<file path="config.mk">
export PLATFORM = sky130hd
export DESIGN_NAME = rotary_encoder_with_push_switch_core
export DESIGN_NICKNAME = d
export VERILOG_FILES = /design/src/hdl/rotenc_pkg.sv /design/src/hdl/rotary_encoder_with_push_switch_core.sv
export SDC_FILE = /design/constraint.sdc
export NUM_CORES = 1
export LEC_CHECK = 0
export ABC_AREA = 1
export BUFFER_PORTS_ARGS = -buffer_cell sky130_fd_sc_hd__buf_2
export CAP_MARGIN = 20
export CORE_MARGIN = 4
export CORE_UTILIZATION = 46
export CTS_CLUSTER_SIZE = 14
export DETAILED_ROUTE_END_ITERATION = 8
export SETUP_SLACK_MARGIN = 0.2
export SYNTH_ARGS = -nofsm -noshare
export SYNTH_HDL_FRONTEND = slang
export SYNTH_SLANG_ARGS = --single-unit
</file>
<file path="constraint.sdc">
create_clock -name clock -period 12.47 [get_ports clock]
set_clock_uncertainty 0.1 [all_clocks]
set_input_delay 2.494 -clock clock [delete_from_list [all_inputs] [get_ports clock]]
set_output_delay 2.494 -clock clock [all_outputs]
set_load 0.03 [all_outputs]
</file>
<file path="src/hdl/rotenc_pkg.sv">
// Shared constants, types and the quadrature transition table of the rotary encoder core.
package rotenc_pkg;

   // Configuration register indexes
   localparam logic REG_DEBOUNCE   = 1'b0;
   localparam logic REG_LONG_PRESS = 1'b1;

   // Configuration reset values
   localparam logic [15:0] DEBOUNCE_RESET   = 16'd20;
   localparam logic [15:0] LONG_PRESS_RESET = 16'd600;

   // Both pins idle high after reset
   localparam logic [1:0] AB_IDLE = 2'b11;

   // Tick count limits
   localparam int TICK_LIMIT = 32767;

   // Quadrature ticks per mechanical detent, range 1 to 4
   localparam int TICKS_PER_DETENT = 4;

   // Fraction bits of the reciprocal used to divide a 15-bit magnitude by the detent size
   localparam int DIV_SHIFT = 17;

   // Transition step: index is {previous AB, current AB}; +1, -1 or 0 for a skipped step
   typedef logic signed [1:0] step_type;

   function automatic step_type step_value(input logic [3:0] idx);
      step_type s;
      begin
         unique case (idx)
            4'd1, 4'd7, 4'd8, 4'd14: s = -2'sd1;
            4'd2, 4'd4, 4'd11, 4'd13: s = 2'sd1;
            default: s = 2'sd0;
         endcase
         return s;
      end
   endfunction

endpackage

</file>
<file path="src/hdl/rotary_encoder_with_push_switch_core.sv">
// Rotary encoder quadrature decoder and push switch debouncer, top level.
//
// One poll transaction goes in per clock cycle and one result transaction comes out per
// poll. A poll is taken into an input register and then processed by single-pass
// logic that updates the decoder and switch state and loads the result register, so
// rsp_tvalid rises once the poll has passed both registers; the block sustains one poll
// per cycle unless stalled. The input side only stalls while a result waits with
// rsp_tready low and the input register is occupied. Time differences are taken modulo
// 2^32; the switch level must be stable for strictly longer than the debounce time
// (register 0) before it is accepted. On a collect poll the whole detents (truncated
// toward zero) are returned and removed from the count, and the short- and long-press
// flags are reported and cleared.
module rotary_encoder_with_push_switch_core #(
   parameter int TICKS_PER_DETENT = rotenc_pkg::TICKS_PER_DETENT
) (
   input  logic        clock,
   input  logic        reset,
   // Poll channel; req_tdata: pin_a[0], pin_b[1], switch_pin[2], now_ms[34:3],
   // collect[35], zero[39:36]
   input  logic        req_tvalid,
   output logic        req_tready,
   input  logic [39:0] req_tdata,
   // Result channel; rsp_tdata: detents[15:0], short_press[16], long_press[17],
   // held[18], zero[23:19]
   output logic        rsp_tvalid,
   input  logic        rsp_tready,
   output logic [23:0] rsp_tdata,
   // Configuration write port
   input  logic        csr_we,
   input  logic        csr_addr,
   input  logic [15:0] csr_wdata
);
   import rotenc_pkg::*;

   // Reciprocal of the detent size, exact for 15-bit magnitudes
   localparam int DETENT_RECIP = ((2 ** DIV_SHIFT) + TICKS_PER_DETENT - 1) / TICKS_PER_DETENT;

   // Configuration
   logic [15:0] settle_ms_ff;
   logic [15:0] long_press_ms_ff;

   // Input stage
   logic        s1_valid_ff;
   logic        s1_pin_a_ff;
   logic        s1_pin_b_ff;
   logic        s1_switch_ff;
   logic [31:0] s1_now_ff;
   logic        s1_collect_ff;

   // Decoder and switch state
   logic [1:0]         last_ab_ff,     last_ab_in;
   logic signed [15:0] tick_ff,        tick_in;
   logic               raw_last_ff,    raw_last_in;
   logic [31:0]        deb_start_ff,   deb_start_in;
   logic               stable_ff,      stable_in;
   logic [31:0]        press_start_ff, press_start_in;
   logic               long_done_ff,   long_done_in;
   logic               short_flag_ff,  short_flag_in;
   logic               long_flag_ff,   long_flag_in;

   // Result register
   logic               rsp_valid_ff;
   logic signed [15:0] detents_ff,     detents_in;
   logic               short_out_ff,   short_out_in;
   logic               long_out_ff,    long_out_in;
   logic               held_ff;

   // Handshake
   logic out_free;
   logic advance;
   logic req_fire;

   assign out_free   = !rsp_valid_ff || rsp_tready;
   assign advance    = s1_valid_ff && out_free;
   assign req_tready = !s1_valid_ff || out_free;
   assign req_fire   = req_tvalid && req_tready;

   assign rsp_tvalid = rsp_valid_ff;
   assign rsp_tdata  = {5'd0, held_ff, long_out_ff, short_out_ff, detents_ff};

   // Quadrature decode with saturating tick count
   logic [1:0]         ab;
   logic signed [16:0] tick_sum;
   logic signed [15:0] tick_sat;

   always_comb begin
      ab       = {s1_pin_a_ff, s1_pin_b_ff};
      tick_sum = 17'(tick_ff);
      if (ab != last_ab_ff) begin
         tick_sum = 17'(tick_ff) + 17'(step_value({last_ab_ff, ab}));
      end
      if (tick_sum > 17'sd32767) begin
         tick_sat = 16'(TICK_LIMIT);
      end else if (tick_sum < -17'sd32767) begin
         tick_sat = -16'(TICK_LIMIT);
      end else begin
         tick_sat = tick_sum[15:0];
      end
      last_ab_in = ab;
   end

   // Switch debounce, short-press and long-press detection
   logic        raw;
   logic [31:0] deb_diff;
   logic [31:0] press_diff;
   logic        short_pend;
   logic        long_pend;

   always_comb begin
      raw            = !s1_switch_ff;
      deb_start_in   = deb_start_ff;
      raw_last_in    = raw_last_ff;
      stable_in      = stable_ff;
      press_start_in = press_start_ff;
      long_done_in   = long_done_ff;
      short_pend     = short_flag_ff;
      long_pend      = long_flag_ff;
      if (raw != raw_last_ff) begin
         deb_start_in = s1_now_ff;
         raw_last_in  = raw;
      end
      deb_diff = s1_now_ff - deb_start_in;
      if (deb_diff > {16'd0, settle_ms_ff}) begin
         if (raw && !stable_ff) begin
            stable_in      = 1'b1;
            press_start_in = s1_now_ff;
            long_done_in   = 1'b0;
         end else if (!raw && stable_ff) begin
            stable_in = 1'b0;
            if (!long_done_ff) begin
               short_pend = 1'b1;
            end
         end
      end
      press_diff = s1_now_ff - press_start_in;
      if (stable_in && !long_done_in && (press_diff >= {16'd0, long_press_ms_ff})) begin
         long_done_in = 1'b1;
         long_pend    = 1'b1;
      end
   end

   // Detent extraction: on a collect poll, divide magnitude by the detent size, keep the signed remainder
   logic        tick_neg;
   logic [14:0] mag;
   logic [32:0] quot_prod;
   logic [14:0] quot;
   logic [17:0] quot_ticks;
   logic [14:0] rem;

   always_comb begin
      tick_neg   = tick_sat[15];
      mag        = tick_neg ? 15'(-tick_sat) : tick_sat[14:0];
      quot_prod  = 33'(mag) * 33'(DETENT_RECIP);
      quot       = quot_prod[DIV_SHIFT +: 15];
      quot_ticks = 18'(quot) * 18'(TICKS_PER_DETENT);
      rem        = mag - quot_ticks[14:0];
      detents_in    = 16'sd0;
      short_out_in  = 1'b0;
      long_out_in   = 1'b0;
      tick_in       = tick_sat;
      short_flag_in = short_pend;
      long_flag_in  = long_pend;
      if (s1_collect_ff) begin
         detents_in    = tick_neg ? -16'({1'b0, quot}) : 16'({1'b0, quot});
         tick_in       = tick_neg ? -16'({1'b0, rem}) : 16'({1'b0, rem});
         short_out_in  = short_pend;
         long_out_in   = long_pend;
         short_flag_in = 1'b0;
         long_flag_in  = 1'b0;
      end
   end

   // Configuration registers
   always_ff @(posedge clock) begin
      if (reset) begin
         settle_ms_ff     <= DEBOUNCE_RESET;
         long_press_ms_ff <= LONG_PRESS_RESET;
      end else if (csr_we) begin
         unique case (csr_addr)
            REG_DEBOUNCE:   settle_ms_ff     <= csr_wdata;
            REG_LONG_PRESS: long_press_ms_ff <= csr_wdata;
            default: ;
         endcase
      end
   end

   // Input stage: hold while the result side stalls
   always_ff @(posedge clock) begin
      if (reset) begin
         s1_valid_ff <= 1'b0;
      end else if (req_tready) begin
         s1_valid_ff <= req_tvalid;
      end
   end

   always_ff @(posedge clock) begin
      if (req_fire) begin
         s1_pin_a_ff   <= req_tdata[0];
         s1_pin_b_ff   <= req_tdata[1];
         s1_switch_ff  <= req_tdata[2];
         s1_now_ff     <= req_tdata[34:3];
         s1_collect_ff <= req_tdata[35];
      end
   end

   // State update: advance once per processed transaction
   always_ff @(posedge clock) begin
      if (reset) begin
         last_ab_ff     <= AB_IDLE;
         tick_ff        <= 16'sd0;
         raw_last_ff    <= 1'b0;
         deb_start_ff   <= 32'd0;
         stable_ff      <= 1'b0;
         press_start_ff <= 32'd0;
         long_done_ff   <= 1'b0;
         short_flag_ff  <= 1'b0;
         long_flag_ff   <= 1'b0;
      end else if (advance) begin
         last_ab_ff     <= last_ab_in;
         tick_ff        <= tick_in;
         raw_last_ff    <= raw_last_in;
         deb_start_ff   <= deb_start_in;
         stable_ff      <= stable_in;
         press_start_ff <= press_start_in;
         long_done_ff   <= long_done_in;
         short_flag_ff  <= short_flag_in;
         long_flag_ff   <= long_flag_in;
      end
   end

   // Result register
   always_ff @(posedge clock) begin
      if (reset) begin
         rsp_valid_ff <= 1'b0;
      end else if (out_free) begin
         rsp_valid_ff <= s1_valid_ff;
      end
   end

   always_ff @(posedge clock) begin
      if (advance) begin
         detents_ff   <= detents_in;
         short_out_ff <= short_out_in;
         long_out_ff  <= long_out_in;
         held_ff      <= stable_in;
      end
   end

endmodule
</file>
==> results of run 1 <==
[path summary, 6_finish.rpt]
path | slack (ns) | from | cells past startpoint | to
min reg2reg | 0.36 | long_press_ms_ff[2] | 2 | long_press_ms_ff[2]
max | 2.77 | s1_switch_ff | 58 | long_out_ff
max reg2reg | 2.77 | s1_switch_ff | 58 | long_out_ff
min | 0.36 | long_press_ms_ff[2] | 2 | long_press_ms_ff[2]
[cell families (layout without fill, tap and decap cells)]
kind of cell / Yosys count / in the layout / synth area share (%)
xor+xnor: 42 / 42 / 2.55
simple gates: 947 / 947 / 30.1
compound gates: 435 / 435 / 16.8
flops: 176 / 176 / 28.2
buf+inv: 411 / 462 / 11.3
fa+ha+maj: 106 / 106 / 9.29
mux: 26 / 26 / 1.80
other cells: 1 / 5 / 0.0260
[metal layers]
layer  routed length [um]  up-vias  GRT usage (%)
met5                   32        -              0
met4                  997        4           7.78
met2                18400      255           39.4
li1                     -     7111              -
met1                18700     6360           31.2
met3                 1560       58           3.48
[Yosys cell counts, drive strengths merged]
cell       n
o21ai    162
o2111ai    1
clkbuf    41
a2bb2oi    1
and2       1
ha       104
o211ai    39
o21bai     9
o22ai      1
a211oi     6
edfxtp    55
nand3b     9
a31oi     16
fa         2
or2        6
xnor2     20
inv      343
dfxtp    121
a21oi    176
a21o       3
xor2      22
a221oi     1
buf       25
conb       1
nor3      29
nand2    555
nor2     172
clkinv     2
a22oi      2
nand3    141
o21a       8
a32oi      1
nand4     28
mux2i     26
nor4       5
a21boi     5
o221a      1
o31ai      3
nor3b      1
[area by class of cell]
| cell class | instances | area (um2) | area share [%] |
|---|---|---|---|
| timing repair buffer | 85 | 443 | 2.83 |
| clock buffer | 17 | 425 | 2.72 |
| sequential | 176 | 4070 | 26.1 |
| clock inverter | 15 | 139 | 0.889 |
| inverter | 345 | 1300 | 8.29 |
| tap | 396 | 495 | 3.17 |
| multi-input combinational | 1561 | 8760 | 56.0 |
[worst min-delay path, cell delays in order (launching register included)]
cell     delay (ns)
dfxtp_1        0.30
inv_1          0.06
a21oi_1        0.05
[power breakdown]
| group | total (mW) | switching (mW) | internal, mW |
|---|---|---|---|
| registers | 0.674 | 0.0315 | 0.642 |
| logic | 0.970 | 0.644 | 0.326 |
| clock network | 0.533 | 0.268 | 0.265 |
| total | 2.18 | 0.943 | 1.23 |
[state kept, by name, summed over array words and instances, names as in the netlist]
signal,cells
held_ff,1
stable_ff,1
detents_ff,16
long_out_ff,1
raw_last_ff,1
short_out_ff,1
s1_collect_ff,1
settle_ms_ff,16
long_flag_ff,1
long_done_ff,1
long_press_ms_ff,16
press_start_ff,32
deb_start_ff,32
s1_valid_ff,1
short_flag_ff,1
s1_now_ff,32
last_ab_ff,2
rsp_tvalid,1
s1_switch_ff,1
tick_ff,16
s1_pin_b_ff,1
s1_pin_a_ff,1
[metrics by stage]
stage / utilization (%) / hold slack (ns) / setup slack (ns)
finish: 50.8 / 0.360 / 2.77
global route: 50.8 / 0.390 / 1.93
CTS: 50.8 / 0.366 / 2.69
floorplan: - / 0.335 / 4.41
global placement: 49.0 / 0.352 / 2.93
detailed placement: 49.0 / 0.355 / 2.71
==> flow_summary.toml, run 1 <==
[sta]
period_share_pct = 77.8
rsz0062_at_grt = "no"
setup_viol = 0
slew_headroom_pct = 32.9
slew_violations = 0
setup-tns-final_ns = 0
tightestPinTransition_ns = 1.01
final.min_clock_period_ns = 9.70
fmax_ghz = 0.103
hold_viol = 0

[setup_path]
critical-path-top-delay-family = "simple AND/OR/NAND/NOR gates"
critical_path.endpoint_type = "flop"
worstPathRequired_ns = 12.58
worstSetupPathType = "flop to flop"
start_kind = "flop"
cpMostUsedCell = "nand2_1"
critPathArrivalTime_ns = 9.81
cpPeakStageDelay_ns = 0.46
path_buf_inv = 6
critical_path.max_fanout = 43
crit_slowest_cell = "edfxtp_1"

[route]
drtPass1Iterations = 5
drc = 0
routed_via_density = 5.31
wl_um = 39700
ant_nets = 0
drtIter0Drc = 840
wire_per_inst_um = 15.3
num_vias = 13800

[logic_synthesis]
synth.avg_cell_area_um2 = 6.73
synth_top_area_share_pct = 16.8
synthTopCellsByArea = "dfxtp_1 (17%), nand2_1 (13%), edfxtp_1 (11%)"
ys.warnings.count = 0
netlist_area_um2 = 14400
yosysUniqueCellTypes = 62
synth_cells = 2144
synth_seq_cells = 176
ys_seq_area_share_pct = 28.2
synthDominantAreaCellType = "dfxtp_1"

[clocking]
clockBufferDepth = 2
clock-sinks = 176
cts_hold_buffers = 0
htreeDepth = 4
numCtsBuffers = 17
cts-root-buf = "clkbuf_16"
clk_latency_ns = 0.46
post-cts-setup-buffers = 0
cts_resized = 0
path_clk_slew_ns = 0.08
cts_tree = "done"

[final_layout]
area_growth_syn_to_layout_pct = 8.24
final_common_cell = "nand2_1"
n_antenna_cell = 0
layout.cells.non_filler = 2595
fill_cells = 3150
final_nets = 2354
final_cell_mix = "nand2_1 (516), inv_1 (320), a21oi_1 (175)"
final_area_um2 = 15600
drive_gt1_share_pct = 10.6

[placement]
gp_congestion = 0.916
io_buffers = 78
dp.cells = 2562
dpl_cell_area_um2 = 15100
post-dp-hpwl_um = 31100

[run]
drv_cap = 0

[grt]
grtUsageTotal_pct = 23.5
grt_max_degree = 76
grt_pass1_vias = 13100
grt_overflow = 0
grt_pass1_wl_um = 64800
antenna_found_initial = 2

[power]
p_total_mw = 2.18
power_leakage_nw = 7.77
ir_drop_v = 0.000103
p_per_area_nw_per_um2 = 139

[die]
row_count = 64
dieWidth_um = 185
start_util_pct = 47.0
dieArea_um2 = 34300
die_h_um = 185
fp.coreArea_um2 = 30700
ios = 88

[outcome]
status = "completed"

[hold_path]
hp-class = "flop to flop"
No activity file was read; power rests on OpenSTA's default activity.
==> run 2: changes to the inputs <==
- ABC_AREA: 1 -> 0
- PLACE_DENSITY: default -> 0.66
- clock period: 12.47 -> 8.25 ns (I/O delays scaled with it)
==> flow_summary.toml, run 2 <==
[logic_synthesis]
yosysMostFrequentCell = "nand2_1"
async_reset_ff_share_pct = 0
yosysUniqueCellTypes = 100
synth.avg_cell_area_um2 = 8.10
ys.warnings.count = 0
synth_commonest_cells = "nand2_1 (222), a21oi_1 (163), nor2_1 (152)"
ys_seq_area_share_pct = 28.8
synthTopCellsByArea = "dfxtp_1 (17%), edfxtp_1 (12%), ha_1 (9.2%)"
synth_flop_cell = "dfxtp_1"
netlist_area_um2 = 14100
synthDominantAreaCellType = "dfxtp_1"
synth_seq_cells = 176
synth_edf_count = 55
synth_top_area_share_pct = 17.1
synth_cells = 1744

[clocking]
cts_tree = "done"
clockBufferDepth = 2
htreeDepth = 4
clk_latency_ns = 0.45
path_clk_slew_ns = 0.07
clock-sinks = 176
numCtsBuffers = 17
cts_hold_buffers = 0
cts-root-buf = "clkbuf_16"

[placement]
gp_congestion = 0.997
dp.cells = 2446
post-dp-hpwl_um = 33200
dp_slack_ns = -2.10
io_buffers = 78
dpl_cell_area_um2 = 17200

[route]
wire_per_inst_um = 17.4
routed_via_density = 5.73
wl_um = 43400
num_vias = 14300
ant_nets = 0
drtIter0Drc = 1006
drtPass1Iterations = 5
drc = 0

[setup_path]
worstSetupEndpoint = "long_done_ff"
worstPathRequired_ns = 8.47
reg2reg_to = "long_done_ff"
cpMostUsedCell = "o21ai_1"
critical_path.endpoint_type = "flop"
r2r_start = "s1_switch_ff"
r2r_slack_ns = -1.80
critPathArrivalTime_ns = 10.27
r2r_cells = 55
cpPeakStageDelay_ns = 0.55
critical_path.max_fanout = 6
start_kind = "flop"
crit_slowest_cell = "or4_4"
crit_path_start = "s1_switch_ff"
worstSetupPathType = "flop to flop"

[sta]
setup_viol = 3
fmax_ghz = 0.0995
period_share_pct = 122
slew_violations = 0
setup_ws_ns = -1.80
hold_viol = 0
fin_hold_ws_ns = 0.351
tightestPinTransition_ns = 0.930
slew_headroom_pct = 37.8
setup-tns-final_ns = -5.34
rsz0062_at_grt = "yes"
final.min_clock_period_ns = 10.05

[power]
power_switching_mw = 1.36
p_int_mw = 2.20
seqPwrFrac_pct = 28.4
p_total_mw = 3.56
ir_drop_v = 0.000181
swShare_pct = 38.2
power_leakage_nw = 7.89
comb_power_share_pct = 47.9
p_clk_share_pct = 23.7
p_per_area_nw_per_um2 = 195

[final_layout]
drive_gt1_share_pct = 26.4
fin_util_pct = 60.8
reg_top3 = "deb_start_ff (32), press_start_ff (32), s1_now_ff (32)"
n_antenna_cell = 0
fill_cells = 2746
final_common_cell = "buf_4"
final_area_um2 = 18200
final_nets = 2261
area_growth_syn_to_layout_pct = 28.9
layout.cells.non_filler = 2496
final_cell_mix = "buf_4 (338), nand2_1 (219), a21oi_1 (152)"

[die]
row_count = 63
ios = 88
dieArea_um2 = 33600
fp.coreArea_um2 = 30000
start_util_pct = 47.2
dieWidth_um = 183
die_h_um = 183

[grt]
grt_pass1_vias = 13900
grt_pass1_wl_um = 70200
grtUsageTotal_pct = 25.6
antenna_found_initial = 1
grt_overflow = 0
grt_max_degree = 82

[outcome]
status = "finished with violations"
failed_checks = "setup timing"

[run]
drv_cap = 0

[hold_path]
hp-class = "flop to flop"
-- run 2: repair_timing --
action                     in CTS  in global routing
pin swaps                      40                 25
setup endpoints to repair       3                 14
buffers inserted               11                  5
resized for setup              25                 26
-- run 2: cell type report --
type                       instances  area [um2]  area share [%]
multi-input combinational       1404        9690            53.2
sequential                       176        4070            22.4
timing repair buffer             424        3090            17.0
tap                              390         488            2.68
clock buffer                      21         485            2.67
inverter                          70         265            1.46
clock inverter                    11         116           0.639
-- run 2: cells by family (layout without fill, tap and decap cells) --
| kind of cell | count (synthesis) | after routing | synth area share (%) |
|---|---|---|---|
| other | 1 | 5 | 0.0265 |
| DFF | 176 | 176 | 28.8 |
| AOI/OAI and AO/OA | 536 | 536 | 26.0 |
| muxes | 71 | 71 | 5.18 |
| and+or+nand+nor | 605 | 605 | 20.2 |
| buffers and inverters | 168 | 526 | 4.97 |
| adders and majority gates | 110 | 110 | 9.78 |
| xor gates and xnor gates | 77 | 77 | 4.98 |
-- run 2: worst min path at each step --
stage,startpoint,end,slack (ns),cells past startpoint
after floorplan,long_flag_ff,long_flag_ff,0.33,2
after global placement,long_flag_ff,long_flag_ff,0.34,2
after detailed placement,long_flag_ff,long_flag_ff,0.34,2
after CTS,long_flag_ff,long_flag_ff,0.35,2
after global routing,long_flag_ff,long_flag_ff,0.37,2
final,long_flag_ff,long_flag_ff,0.35,2
-- run 2: power by group through the flow --
stage | Combinational, mW | Sequential [mW] | Clock, mW
2_1_floorplan | 1.03 | 1.04 | 0
3_3_place_gp | 1.58 | 1.03 | 0
3_5_place_dp | 1.61 | 1.03 | 0
4_1_cts | 1.66 | 1.01 | 0.862
5_1_grt | 1.88 | 1.02 | 0.895
6_report | 1.71 | 1.01 | 0.843
-- run 2: metal layers --
metal	routed length [um]	part of all wire, %	track usage, %
met4	851	2.0	7.24
met1	20200	46	34.5
met3	2140	4.9	4.28
met2	20300	47	42.5
met5	0	0	0
-- run 2: critical path: cells and delay by family, from the launching register on --
| kind | cells | cell delay, ns |
|---|---|---|
| AND/OR/NAND/NOR | 15 | 2.87 |
| adder cells (fa/ha/maj) | 4 | 0.96 |
| buffers and inverters | 7 | 1.02 |
| multiplexers | 2 | 0.30 |
| AO/OA/AOI/OAI | 26 | 3.97 |
| flip-flops | 1 | 0.48 |
| XOR/XNOR | 1 | 0.17 |
